<file path="config.mk">
export PLATFORM = sky130hd
export DESIGN_NAME = length_framed_crc_receiver_core
export DESIGN_NICKNAME = d
export VERILOG_FILES = /design/src/hdl/lfcr_pkg.sv /design/src/hdl/lfcr_ram.sv /design/src/hdl/lfcr_parser.sv /design/src/hdl/length_framed_crc_receiver_core.sv
export SDC_FILE = /design/constraint.sdc
export NUM_CORES = 2
export LEC_CHECK = 0
export ABC_CLOCK_PERIOD_IN_PS = 16800
export BUFFER_PORTS_ARGS = -buffer_cell sky130_fd_sc_hd__buf_2
export CORE_UTILIZATION = 41
export CTS_BUF_LIST = sky130_fd_sc_hd__clkbuf_4 sky130_fd_sc_hd__clkbuf_8
export DETAILED_ROUTE_END_ITERATION = 8
export PLACE_DENSITY = 0.7
export SYNTH_ARGS = -nofsm -noshare
export SYNTH_HDL_FRONTEND = slang
export SYNTH_SLANG_ARGS = --single-unit
</file>
<file path="constraint.sdc">
create_clock -name aclk -period 16.8 [get_ports aclk]
set_input_delay 3.36 -clock aclk [delete_from_list [all_inputs] [get_ports aclk]]
set_output_delay 3.36 -clock aclk [all_outputs]
set_load 0.005 [all_outputs]
</file>
<file path="src/hdl/lfcr_pkg.sv">
`default_nettype none

package lfcr_pkg;

    localparam int BUFFER_BYTES = 256;
    localparam int ADDR_W       = $clog2(BUFFER_BYTES);
    localparam int CNT_W        = 32;
    localparam int NUM_CNT      = 5;
    localparam int CFG_W        = 16;
    localparam int CFG_IDX_W    = 3;

    // event counter slots
    localparam int CNT_HDR  = 0;
    localparam int CNT_LEN  = 1;
    localparam int CNT_TAIL = 2;
    localparam int CNT_CRC  = 3;
    localparam int CNT_GOOD = 4;

    // configuration register indexes
    localparam logic [CFG_IDX_W-1:0] CFG_HEADER_FIRST  = 3'd0;
    localparam logic [CFG_IDX_W-1:0] CFG_HEADER_SECOND = 3'd1;
    localparam logic [CFG_IDX_W-1:0] CFG_TAIL_VALUE    = 3'd2;
    localparam logic [CFG_IDX_W-1:0] CFG_MIN_LENGTH    = 3'd3;
    localparam logic [CFG_IDX_W-1:0] CFG_MAX_LENGTH    = 3'd4;

    localparam logic [15:0] CRC_INIT = 16'hFFFF;
    localparam logic [15:0] CRC_POLY = 16'hA001;

    typedef enum logic [2:0] {
        ST_MORE = 3'd0,
        ST_OK   = 3'd1,
        ST_LEN  = 3'd2,
        ST_OVF  = 3'd3,
        ST_TAIL = 3'd4,
        ST_CRC  = 3'd5
    } status_t;

    typedef struct packed {
        status_t                          status;
        logic [7:0]                       command;
        logic [7:0]                       payload_length;
        logic [NUM_CNT-1:0][CNT_W-1:0]    counts;
    } parse_t;

    typedef struct packed {
        parse_t     parse;
        logic       is_read;
        logic       rd_ok;
    } pend_t;

    typedef struct packed {
        parse_t     parse;
        logic       is_read;
        logic [7:0] read_data;
    } result_t;

    // CRC-16/MODBUS, one byte, reflected
    function automatic logic [15:0] crc_byte(input logic [15:0] crc_in, input logic [7:0] b);
        logic [15:0] c;
        c = crc_in ^ {8'h00, b};
        for (int i = 0; i < 8; i++) begin
            if (c[0]) begin
                c = (c >> 1) ^ CRC_POLY;
            end else begin
                c = c >> 1;
            end
        end
        return c;
    endfunction

endpackage

`default_nettype wire

</file>
<file path="src/hdl/lfcr_ram.sv">
`default_nettype none

module lfcr_ram #(
    parameter int WIDTH = 8,
    parameter int DEPTH = 256
) (
    input  wire logic                     clk,
    input  wire logic                     we,
    input  wire logic [$clog2(DEPTH)-1:0] waddr,
    input  wire logic [WIDTH-1:0]         wdata,
    input  wire logic                     re,
    input  wire logic [$clog2(DEPTH)-1:0] raddr,
    output logic      [WIDTH-1:0]         rdata
);

    logic [WIDTH-1:0] mem [DEPTH];

    always_ff @(posedge clk) begin
        if (we) begin
            mem[waddr] <= wdata;
        end
        if (re) begin
            rdata <= mem[raddr];
        end
    end

endmodule

`default_nettype wire

</file>
<file path="src/hdl/lfcr_parser.sv">
`default_nettype none

module lfcr_parser (
    input  wire logic                              aclk,
    input  wire logic                              aresetn,
    input  wire logic                              cfg_wr_en,
    input  wire logic [lfcr_pkg::CFG_IDX_W-1:0]    cfg_index,
    input  wire logic [lfcr_pkg::CFG_W-1:0]        cfg_data,
    input  wire logic                              feed_en,
    input  wire logic [7:0]                        rx_byte,
    output logic                                   wr_en,
    output logic [lfcr_pkg::ADDR_W-1:0]            wr_addr,
    output logic [7:0]                             wr_data,
    output lfcr_pkg::parse_t                       parse_out
);

    import lfcr_pkg::*;

    typedef enum logic [4:0] {
        PH_SEARCH = 5'b00001,
        PH_SECOND = 5'b00010,
        PH_LEN_LO = 5'b00100,
        PH_LEN_HI = 5'b01000,
        PH_BODY   = 5'b10000
    } phase_t;

    logic [7:0]  header_first_reg, header_second_reg, tail_value_reg;
    logic [15:0] min_length_reg, max_length_reg;

    phase_t                        phase_reg, phase_next;
    logic [ADDR_W-1:0]             pos_reg, pos_next;
    logic [ADDR_W-1:0]             len_reg, len_next;
    logic [7:0]                    len_low_reg, len_low_next;
    logic [15:0]                   crc_reg, crc_next;
    logic [7:0]                    prev1_reg, prev1_next;
    logic [7:0]                    prev2_reg, prev2_next;
    logic [7:0]                    cand_reg, cand_next;
    logic [7:0]                    cmd_reg, cmd_next;
    logic [7:0]                    plen_reg, plen_next;
    logic [NUM_CNT-1:0][CNT_W-1:0] cnt_reg, cnt_next;
    status_t                       status;
    logic [15:0]                   len_full;
    logic [15:0]                   plen_wide;

    assign len_full  = {rx_byte, len_low_reg};
    assign plen_wide = 16'(len_reg) - 16'd3;

    always_ff @(posedge aclk) begin
        if (!aresetn) begin
            header_first_reg  <= 8'h55;
            header_second_reg <= 8'hAA;
            tail_value_reg    <= 8'h00;
            min_length_reg    <= 16'd3;
            max_length_reg    <= 16'd255;
        end else if (cfg_wr_en) begin
            case (cfg_index)
                CFG_HEADER_FIRST:  header_first_reg  <= cfg_data[7:0];
                CFG_HEADER_SECOND: header_second_reg <= cfg_data[7:0];
                CFG_TAIL_VALUE:    tail_value_reg    <= cfg_data[7:0];
                CFG_MIN_LENGTH:    min_length_reg    <= cfg_data;
                CFG_MAX_LENGTH:    max_length_reg    <= cfg_data;
                default: ;
            endcase
        end
    end

    always_comb begin
        phase_next   = phase_reg;
        pos_next     = pos_reg;
        len_next     = len_reg;
        len_low_next = len_low_reg;
        crc_next     = crc_reg;
        prev1_next   = prev1_reg;
        prev2_next   = prev2_reg;
        cand_next    = cand_reg;
        cmd_next     = cmd_reg;
        plen_next    = plen_reg;
        cnt_next     = cnt_reg;
        status       = ST_MORE;
        wr_en        = 1'b0;
        wr_addr      = pos_reg;
        wr_data      = rx_byte;
        if (feed_en) begin
            case (phase_reg)
                PH_SEARCH: begin
                    if (rx_byte == header_first_reg) begin
                        phase_next = PH_SECOND;
                    end
                end
                PH_SECOND: begin
                    if (rx_byte == header_second_reg) begin
                        phase_next = PH_LEN_LO;
                    end else if (rx_byte != header_first_reg) begin
                        cnt_next[CNT_HDR] = cnt_reg[CNT_HDR] + 1'b1;
                        phase_next        = PH_SEARCH;
                    end
                end
                PH_LEN_LO: begin
                    len_low_next = rx_byte;
                    phase_next   = PH_LEN_HI;
                end
                PH_LEN_HI: begin
                    if (len_full < 16'd3 || len_full < min_length_reg ||
                        len_full > max_length_reg) begin
                        status = ST_LEN;
                    end else if (32'(len_full) >= BUFFER_BYTES) begin
                        status = ST_OVF;
                    end
                    if (status != ST_MORE) begin
                        cnt_next[CNT_LEN] = cnt_reg[CNT_LEN] + 1'b1;
                        plen_next         = 8'h00;
                        phase_next        = PH_SEARCH;
                    end else begin
                        len_next   = ADDR_W'(len_full);
                        pos_next   = '0;
                        crc_next   = CRC_INIT;
                        phase_next = PH_BODY;
                    end
                end
                PH_BODY: begin
                    wr_en      = 1'b1;
                    prev1_next = rx_byte;
                    prev2_next = prev1_reg;
                    if (pos_reg == '0) begin
                        cand_next = rx_byte;
                    end
                    if (pos_reg < len_reg - ADDR_W'(2)) begin
                        crc_next = crc_byte(crc_reg, rx_byte);
                    end
                    if (pos_reg != len_reg) begin
                        pos_next = pos_reg + 1'b1;
                    end else begin
                        // tail byte: CRC bytes are the two before it
                        phase_next = PH_SEARCH;
                        pos_next   = '0;
                        if (rx_byte != tail_value_reg) begin
                            status             = ST_TAIL;
                            cnt_next[CNT_TAIL] = cnt_reg[CNT_TAIL] + 1'b1;
                            plen_next          = 8'h00;
                        end else if ({prev1_reg, prev2_reg} != crc_reg) begin
                            status            = ST_CRC;
                            cnt_next[CNT_CRC] = cnt_reg[CNT_CRC] + 1'b1;
                            plen_next         = 8'h00;
                        end else begin
                            status             = ST_OK;
                            cnt_next[CNT_GOOD] = cnt_reg[CNT_GOOD] + 1'b1;
                            plen_next          = plen_wide[7:0];
                            cmd_next           = cand_reg;
                        end
                    end
                end
                default: begin
                    phase_next = PH_SEARCH;
                    pos_next   = '0;
                end
            endcase
        end
    end

    always_ff @(posedge aclk) begin
        if (!aresetn) begin
            phase_reg   <= PH_SEARCH;
            pos_reg     <= '0;
            len_reg     <= '0;
            len_low_reg <= 8'h00;
            crc_reg     <= CRC_INIT;
            cmd_reg     <= 8'h00;
            plen_reg    <= 8'h00;
            cnt_reg     <= '0;
        end else begin
            phase_reg   <= phase_next;
            pos_reg     <= pos_next;
            len_reg     <= len_next;
            len_low_reg <= len_low_next;
            crc_reg     <= crc_next;
            cmd_reg     <= cmd_next;
            plen_reg    <= plen_next;
            cnt_reg     <= cnt_next;
        end
    end

    always_ff @(posedge aclk) begin
        prev1_reg <= prev1_next;
        prev2_reg <= prev2_next;
        cand_reg  <= cand_next;
    end

    assign parse_out.status         = status;
    assign parse_out.command        = cmd_next;
    assign parse_out.payload_length = plen_next;
    assign parse_out.counts         = cnt_next;

endmodule

`default_nettype wire

</file>
<file path="src/hdl/length_framed_crc_receiver_core.sv">
// Length-framed receiver with CRC-16/MODBUS check and body read-back.
//
// Input channel (s_*): one request per accepted beat. s_req_type 0 feeds
// s_rx_byte into the frame parser; s_req_type 1 reads the stored body byte
// at s_read_index. Every request yields exactly one result on m_*.
// Result: status of this request, command and payload length of the last good
// frame (payload length is zero after a length, tail or CRC error), the
// read-back byte, and the five wrapping event counters after this request.
// The parser settles the request in the accept cycle while the body RAM read
// is in flight; stage one registers it, and the result register loads from
// stage one once free. Throughput is one request per cycle while m_ready is
// high, set by the byte-wise CRC update and one RAM write or read per request.
// A stalled m_ready holds the result register; one further request is still
// taken into the RAM-read stage, after which s_ready drops until m_ready.
// Configuration writes (cfg_wr_en, cfg_index, cfg_data) are registered.
// Reset (aresetn low, synchronous) restores default registers, returns the
// parser to header search and clears all counters; body RAM contents stay
// undefined until written by a frame.
`default_nettype none

module length_framed_crc_receiver_core (
    input  wire logic                              aclk,
    input  wire logic                              aresetn,
    input  wire logic                              cfg_wr_en,
    input  wire logic [lfcr_pkg::CFG_IDX_W-1:0]    cfg_index,
    input  wire logic [lfcr_pkg::CFG_W-1:0]        cfg_data,
    input  wire logic                              s_valid,
    output logic                                   s_ready,
    input  wire logic                              s_req_type,
    input  wire logic [7:0]                        s_rx_byte,
    input  wire logic [7:0]                        s_read_index,
    output logic                                   m_valid,
    input  wire logic                              m_ready,
    output lfcr_pkg::status_t                      m_status,
    output logic [7:0]                             m_frame_command,
    output logic [7:0]                             m_payload_length,
    output logic [7:0]                             m_read_data,
    output logic [lfcr_pkg::CNT_W-1:0]             m_header_errors,
    output logic [lfcr_pkg::CNT_W-1:0]             m_length_errors,
    output logic [lfcr_pkg::CNT_W-1:0]             m_tail_errors,
    output logic [lfcr_pkg::CNT_W-1:0]             m_crc_errors,
    output logic [lfcr_pkg::CNT_W-1:0]             m_good_frames
);

    import lfcr_pkg::*;

    logic              s_accept;
    logic              s1_adv;
    logic              s2_free;
    logic              feed_en;
    logic              rd_en;
    logic              rd_ok;
    logic              wr_en;
    logic [ADDR_W-1:0] wr_addr;
    logic [7:0]        wr_data;
    logic [7:0]        ram_rdata;
    parse_t            parse_out;

    logic    s1_valid_reg, s1_valid_next;
    pend_t   s1_reg, s1_next;
    logic    s2_valid_reg, s2_valid_next;
    result_t s2_reg, s2_next;

    assign s2_free  = !s2_valid_reg || m_ready;
    assign s1_adv   = s1_valid_reg && s2_free;
    assign s_ready  = !s1_valid_reg || s2_free;
    assign s_accept = s_valid && s_ready;
    assign feed_en  = s_accept && !s_req_type;
    assign rd_en    = s_accept && s_req_type;
    assign rd_ok    = 32'(s_read_index) < BUFFER_BYTES;

    lfcr_parser u_parser (
        .aclk      (aclk),
        .aresetn   (aresetn),
        .cfg_wr_en (cfg_wr_en),
        .cfg_index (cfg_index),
        .cfg_data  (cfg_data),
        .feed_en   (feed_en),
        .rx_byte   (s_rx_byte),
        .wr_en     (wr_en),
        .wr_addr   (wr_addr),
        .wr_data   (wr_data),
        .parse_out (parse_out)
    );

    lfcr_ram #(
        .WIDTH (8),
        .DEPTH (BUFFER_BYTES)
    ) u_body_ram (
        .clk   (aclk),
        .we    (wr_en),
        .waddr (wr_addr),
        .wdata (wr_data),
        .re    (rd_en),
        .raddr (ADDR_W'(s_read_index)),
        .rdata (ram_rdata)
    );

    always_comb begin
        s1_valid_next = s1_valid_reg;
        s1_next       = s1_reg;
        if (s_accept) begin
            s1_valid_next   = 1'b1;
            s1_next.parse   = parse_out;
            s1_next.is_read = s_req_type;
            s1_next.rd_ok   = rd_ok;
        end else if (s1_adv) begin
            s1_valid_next = 1'b0;
        end
    end

    // RAM output holds while stage one stalls: no new read is issued then
    always_comb begin
        s2_valid_next = s2_valid_reg;
        s2_next       = s2_reg;
        if (s1_adv) begin
            s2_valid_next     = 1'b1;
            s2_next.parse     = s1_reg.parse;
            s2_next.is_read   = s1_reg.is_read;
            s2_next.read_data = (s1_reg.is_read && s1_reg.rd_ok) ? ram_rdata : 8'h00;
        end else if (m_ready) begin
            s2_valid_next = 1'b0;
        end
    end

    always_ff @(posedge aclk) begin
        if (!aresetn) begin
            s1_valid_reg <= 1'b0;
            s2_valid_reg <= 1'b0;
        end else begin
            s1_valid_reg <= s1_valid_next;
            s2_valid_reg <= s2_valid_next;
        end
    end

    always_ff @(posedge aclk) begin
        s1_reg <= s1_next;
        s2_reg <= s2_next;
    end

    assign m_valid          = s2_valid_reg;
    assign m_status         = s2_reg.parse.status;
    assign m_frame_command  = s2_reg.parse.command;
    assign m_payload_length = s2_reg.parse.payload_length;
    assign m_read_data      = s2_reg.read_data;
    assign m_header_errors  = s2_reg.parse.counts[CNT_HDR];
    assign m_length_errors  = s2_reg.parse.counts[CNT_LEN];
    assign m_tail_errors    = s2_reg.parse.counts[CNT_TAIL];
    assign m_crc_errors     = s2_reg.parse.counts[CNT_CRC];
    assign m_good_frames    = s2_reg.parse.counts[CNT_GOOD];

    a_s1_hold: assert property (@(posedge aclk) disable iff (!aresetn)
        (s1_valid_reg && !s2_free) |=> (s1_valid_reg && $stable(s1_reg)))
        else $error("pending request changed while stalled");

    a_read_status: assert property (@(posedge aclk) disable iff (!aresetn)
        (m_valid && s2_reg.is_read) |-> (m_status == ST_MORE))
        else $error("read request carried a frame status");

    a_err_plen: assert property (@(posedge aclk) disable iff (!aresetn)
        (m_valid && (m_status == ST_LEN || m_status == ST_OVF ||
                     m_status == ST_TAIL || m_status == ST_CRC))
        |-> (m_payload_length == 8'h00))
        else $error("payload length kept after a rejected frame");

    a_feed_no_rdata: assert property (@(posedge aclk) disable iff (!aresetn)
        (m_valid && !s2_reg.is_read) |-> (m_read_data == 8'h00))
        else $error("feed request returned read data");

endmodule

`default_nettype wire
</file>
## Word-level counts from Yosys, hierarchy flattened

Memories as Yosys holds them, arrays and structs flattened. A register that Yosys moved wholly into a read port is not among the register bits.
Index checks and enable logic that the tools add are counted.
Widths: inputs -> output; s select.

| storage, ports and cells | value |
|---|---|
| output and inout port bits | 189 |
| memory bits (writable) | 2048 |
| memories kept | 1 |
| logic and storage cells | 195 |
| bits in registers | 670 |

| cells by class | value |
|---|---|
| equality and inequality tests | 20 |
| muxes and demuxes | 80 |
| order comparisons | 5 |
| bitwise logic cells | 11 |
| $add $sub $neg | 8 |
| reduce and logical (&&, ||, !) cells | 30 |

Memory list:

| memory | depth | bits a word | read ports | clocked after Yosys merged registers in | write ports | RTL line | RTL |
|---|---|---|---|---|---|---|---|
| u_body_ram.mem | 256 | 8 | 1 | 1 | 1 | lfcr_ram.sv:16 | `logic [WIDTH-1:0] mem [DEPTH];` |

Operators by type and width:

| cell | number |
|---|---|
| $mux 16 | 31 |
| $mux 32 | 8 |
| $mux 96 | 2 |
| $add 32x1->32 const B | 5 |
| $mux 160 | 1 |
| $mux 8 | 12 |
| $mux 64 | 1 |
| $pmux 16 s2 | 1 |
| $mux 5 | 5 |
| $pmux 5 s5 | 1 |
| $ne 8x8->1 | 3 |
| $not 2->3 | 8 |
| $pmux 8 s3 | 1 |
| $mux 3 | 6 |
| $eq 8x8->1 | 2 |
| $ge 16x9->1 const B | 1 |
| $gt 16x16->1 | 1 |
| $lt 16x16->1 | 1 |
| $lt 16x2->1 const B | 1 |
| $ne 16x16->1 | 1 |
| $pmux 8 s2 | 1 |
| $sub 8x2->8 const B | 2 |
| $xor 16x8->16 | 1 |
| $reduce_and 2->1 | 7 |
| 27 further kinds | 51 |

## Longest topological paths before layout

| depth | value |
|---|---|
| depth in word-level cells | 40 |
| depth in mapped cells | 14 |

## Cells and area by module

Synthesis repeated with hierarchy kept, for this count alone.

| unflattened totals | value |
|---|---|
| cell total of the unflattened synthesis | 5868 |
| area total of the unflattened synthesis | 106120.5 µm² |

By module, submodules not included:

| module | area each (µm²) | instances | cells an instance |
|---|---|---|---|
| lfcr_ram | 79636.4 | 1 | 3733 |
| lfcr_parser | 15310.9 | 1 | 1749 |
| length_framed_crc_receiver_core | 11173.2 | 1 | 386 |

## Least setup slack after synthesis

No wires, ideal clock.

| timing | value |
|---|---|
| path kind | input to register |
| start point | input port m_ready |
| end point | register s2_reg, in the netlist m_crc_errors[0], enable pin |
| library setup time | 1.019 ns |
| stages on the path | 2 |
| path slack | -1.079 ns |
| data arrival time | 16.860 ns |
| buffers on the path | 0 |
| cell sequence | inv_1 -> a21boi_0 |

| between the ends | value |
|---|---|
| word-level cells in the longest chain between the ends | 2 |

RTL lines:

| element | RTL line | RTL |
|---|---|---|
| from (decl) | length_framed_crc_receiver_core.sv:33 | `input wire logic m_ready,` |
| $logic_or 1x1->1 | length_framed_crc_receiver_core.sv:64 | `assign s2_free = !s2_valid_reg \|\| m_ready;` |
| $logic_and 1x1->1 | length_framed_crc_receiver_core.sv:65 | `assign s1_adv = s1_valid_reg && s2_free;` |
| net s1_adv | length_framed_crc_receiver_core.sv:48 | `logic s1_adv;` |
| to (signal assigned) | length_framed_crc_receiver_core.sv:138 | `s2_reg <= s2_next;` |
| to (decl) | length_framed_crc_receiver_core.sv:62 | `result_t s2_reg, s2_next;` |

The timed path passes the listed nets, and every way through them passes these cells.
A chain may end at the register's enable or synchronous reset.

==> impl_metrics.yaml <==
status:
  status: "complete, but fails checks"
  violations: "max-capacitance violations, max-slew violations"
power_and_ir_drop:
  peakVddDrop_uv: 70.8
  p_leak_nw: 38.4
  totalPowerFinal_mw: 13.5
  power_density_mw_per_mm2: 114
floorplanning:
  die_area_sq_mm: 0.259
  core_area_sq_mm: 0.255
  core.rowCount: 185
  die_h_um: 509
  start_util_pct: 41.4
  ioPinCount: 230
  die_w_um: 509
setup_path:
  path_max_fanout: 72
  critPathCaptureType: "flip-flop"
  critPathKind: "in2reg"
  crit_chain: "buf_8 > buf_4 > buf_4 > mux4_2 > mux2_2 > o22ai_1 > a211oi_1 > nand2_1 > or4_1 > nor4_1"
  cp.required_ns: 17.54
  cp-start-kind: "input port"
  path_buf_inv: 3
  cpMostUsedCell: "buf_4"
  cp.arrival_ns: 8.13
  critPathSlowestCell: "buf_4"
  slowest_delay_ns: 0.84
  cp_top_family: "buffers and inverters"
drt:
  via_per_inst: 5.59
  vias: 54100
  drtIter0Drc: 5511
  drc_errors: 0
  routedWlPerCell_um: 25.3
  drt-total-wl_mm: 245
  dr.pass1.iters: 5
  antenna_left: 0
cells_and_area:
  nFillCells: 20800
  finalNetCount: 6061
  largest_reg_flops: 2041
  drive_gt1_share_pct: 25.9
  multi_input_area_sq_mm: 0.0252
  final_area_sq_mm: 0.119
  layout.area.seq_sq_mm: 0.0788
  syn2layout_area_growth_pct: 12.5
global_routing:
  grt_pass1_wl_mm: 360
  grt_pass1_vias: 54400
  track_usage_pct: 18.7
  antenna_found_initial: 21
  grt_max_degree: 208
  overflow: 0
yosys:
  synth_seq_cells: 2718
  avgSynthCellArea_sq_um: 19.0
  synthTopCellsByArea: "edfxtp_1 69%, mux4_2 13%, dfxtp_1 5.3%"
  synth_edf_count: 2439
  netlist_top_cells_count: "2439 x edfxtp_1, 609 x mux4_2, 352 x nor2_1, 300 x nand2_1, 279 x dfxtp_1"
  synth_top_area_cell: "edfxtp_1"
  synth_top_flop_cell: "edfxtp_1"
  async_flop_share_pct: 0
  synth_warnings: 0
  netlist_instances: 5543
  synthesis.nets: 5635
  synth.distinct_cells: 67
  netlist_area_sq_mm: 0.105
  synth_most_common_cell: "edfxtp_1"
  netlist.area_leader.share_pct: 69.5
  synth_seq_area_share_pct: 74.8
sta:
  finalCriticalPeriod_ns: 7.39
  slew_violations: 4
  fin_tns_setup_ns: 0
  setup_violations: 0
  rsz0062_at_grt: "no"
  finalCritPeriodShare_pct: 44.0
  fmax_mhz: 135
  worstMarginPinSlew_ns: 1.53
  finalHoldViolCount: 0
  relSlewSlack_pct: -3.05
  skew_ns: 0.139
clocking:
  htreeDepth: 5
  cts.sinks: 2718
  cts_setup_buffers: 0
  clk_pin_slew_ns: 0.06
  cts_hold_buf: 0
  cts_buffer_depth: 4
  clkLatencyLatePin_ns: 1.02
  numCtsBuffers: 411
  cts_tree: "built"
  root_buffer: "clkbuf_8"
  cts_resized: 0
flow_run:
  cap_violations: 1
place:
  numPortBuffers: 229
  gp_congestion: 0.819
  placed_cell_area_sq_mm: 0.110
  dp_hpwl_mm: 149
hold_path:
  worstHoldPathType: "reg2reg"
## area by class of cell
type                       count  area share [%]
antenna                       11          0.0232
clock buffer                 556            5.78
clock inverter               193            1.25
inverter                      65           0.207
multi-input combinational   2480            21.2
sequential                  2718            66.5
tap                         3366            3.55
timing repair buffer         293            1.51
## power breakdown
part	total (mW)	internal [mW]	switching, mW
Clock	5.51	2.99	2.52
Combinational	0.530	0.200	0.330
Sequential	7.42	7.41	0.0179
Total	13.5	10.6	2.87
## layer usage
metal	global-route usage, %	wire (um)	part of all wire, %
met1	25.2	98100	40
met2	29.9	117000	48
met3	4.45	22100	9.0
met4	6.40	7720	3.1
met5	0	50	0.020
## final timing paths
path              cells after the start            start  slack, ns                      to
hold reg to reg                       0      s1_reg[168]       0.42     m_payload_length[6]
setup reg to reg                      6          m_valid      12.31  u_body_ram.mem[212][2]
hold / removal                        0      s1_reg[168]       0.42     m_payload_length[6]
setup / recovery                     10  s_read_index[0]       9.41     u_body_ram.rdata[2]
## logic make-up after synthesis
| kind of cell | count (synthesis) | share of synthesized area [%] |
|---|---|---|
| compound gates | 289 | 1.74 |
| mux | 698 | 13.9 |
| flops | 2718 | 74.8 |
| fa+ha+maj | 51 | 0.605 |
| xor+xnor | 211 | 1.78 |
| simple gates | 1231 | 5.78 |
| buf+inv | 345 | 1.43 |
## per-stage QoR
step / cells / setup WS [ns] / hold WS (ns) / util (%)
floorplan: 5543 / 3.85 / 0.400 / -
global placement: 8919 / 8.06 / 0.401 / 43.2
detailed placement: 8922 / 8.33 / 0.405 / 43.3
CTS: 9671 / 9.30 / 0.412 / 46.5
global route: 9677 / 8.88 / 0.419 / 46.5
finish: 9682 / 9.41 / 0.417 / 46.5
## cell usage in the layout, fill, tap and decap left out, drive strengths merged, types with 54 or more instances in the layout
| master | synthesis | layout |
|---|---|---|
| and2 | 149 | 149 |
| nand2 | 300 | 300 |
| inv | 65 | 72 |
| mux2i | 56 | 56 |
| clkbuf | 171 | 565 |
| buf | 109 | 283 |
| o22ai | 58 | 58 |
| dfxtp | 279 | 279 |
| xor2 | 119 | 119 |
| nand3 | 104 | 104 |
| nor2 | 352 | 352 |
| mux4 | 609 | 609 |
| a21oi | 95 | 95 |
| nor3 | 54 | 54 |
| clkinv | 0 | 151 |
| xnor2 | 91 | 91 |
| edfxtp | 2439 | 2439 |
(Power assumes the default switching activity.)
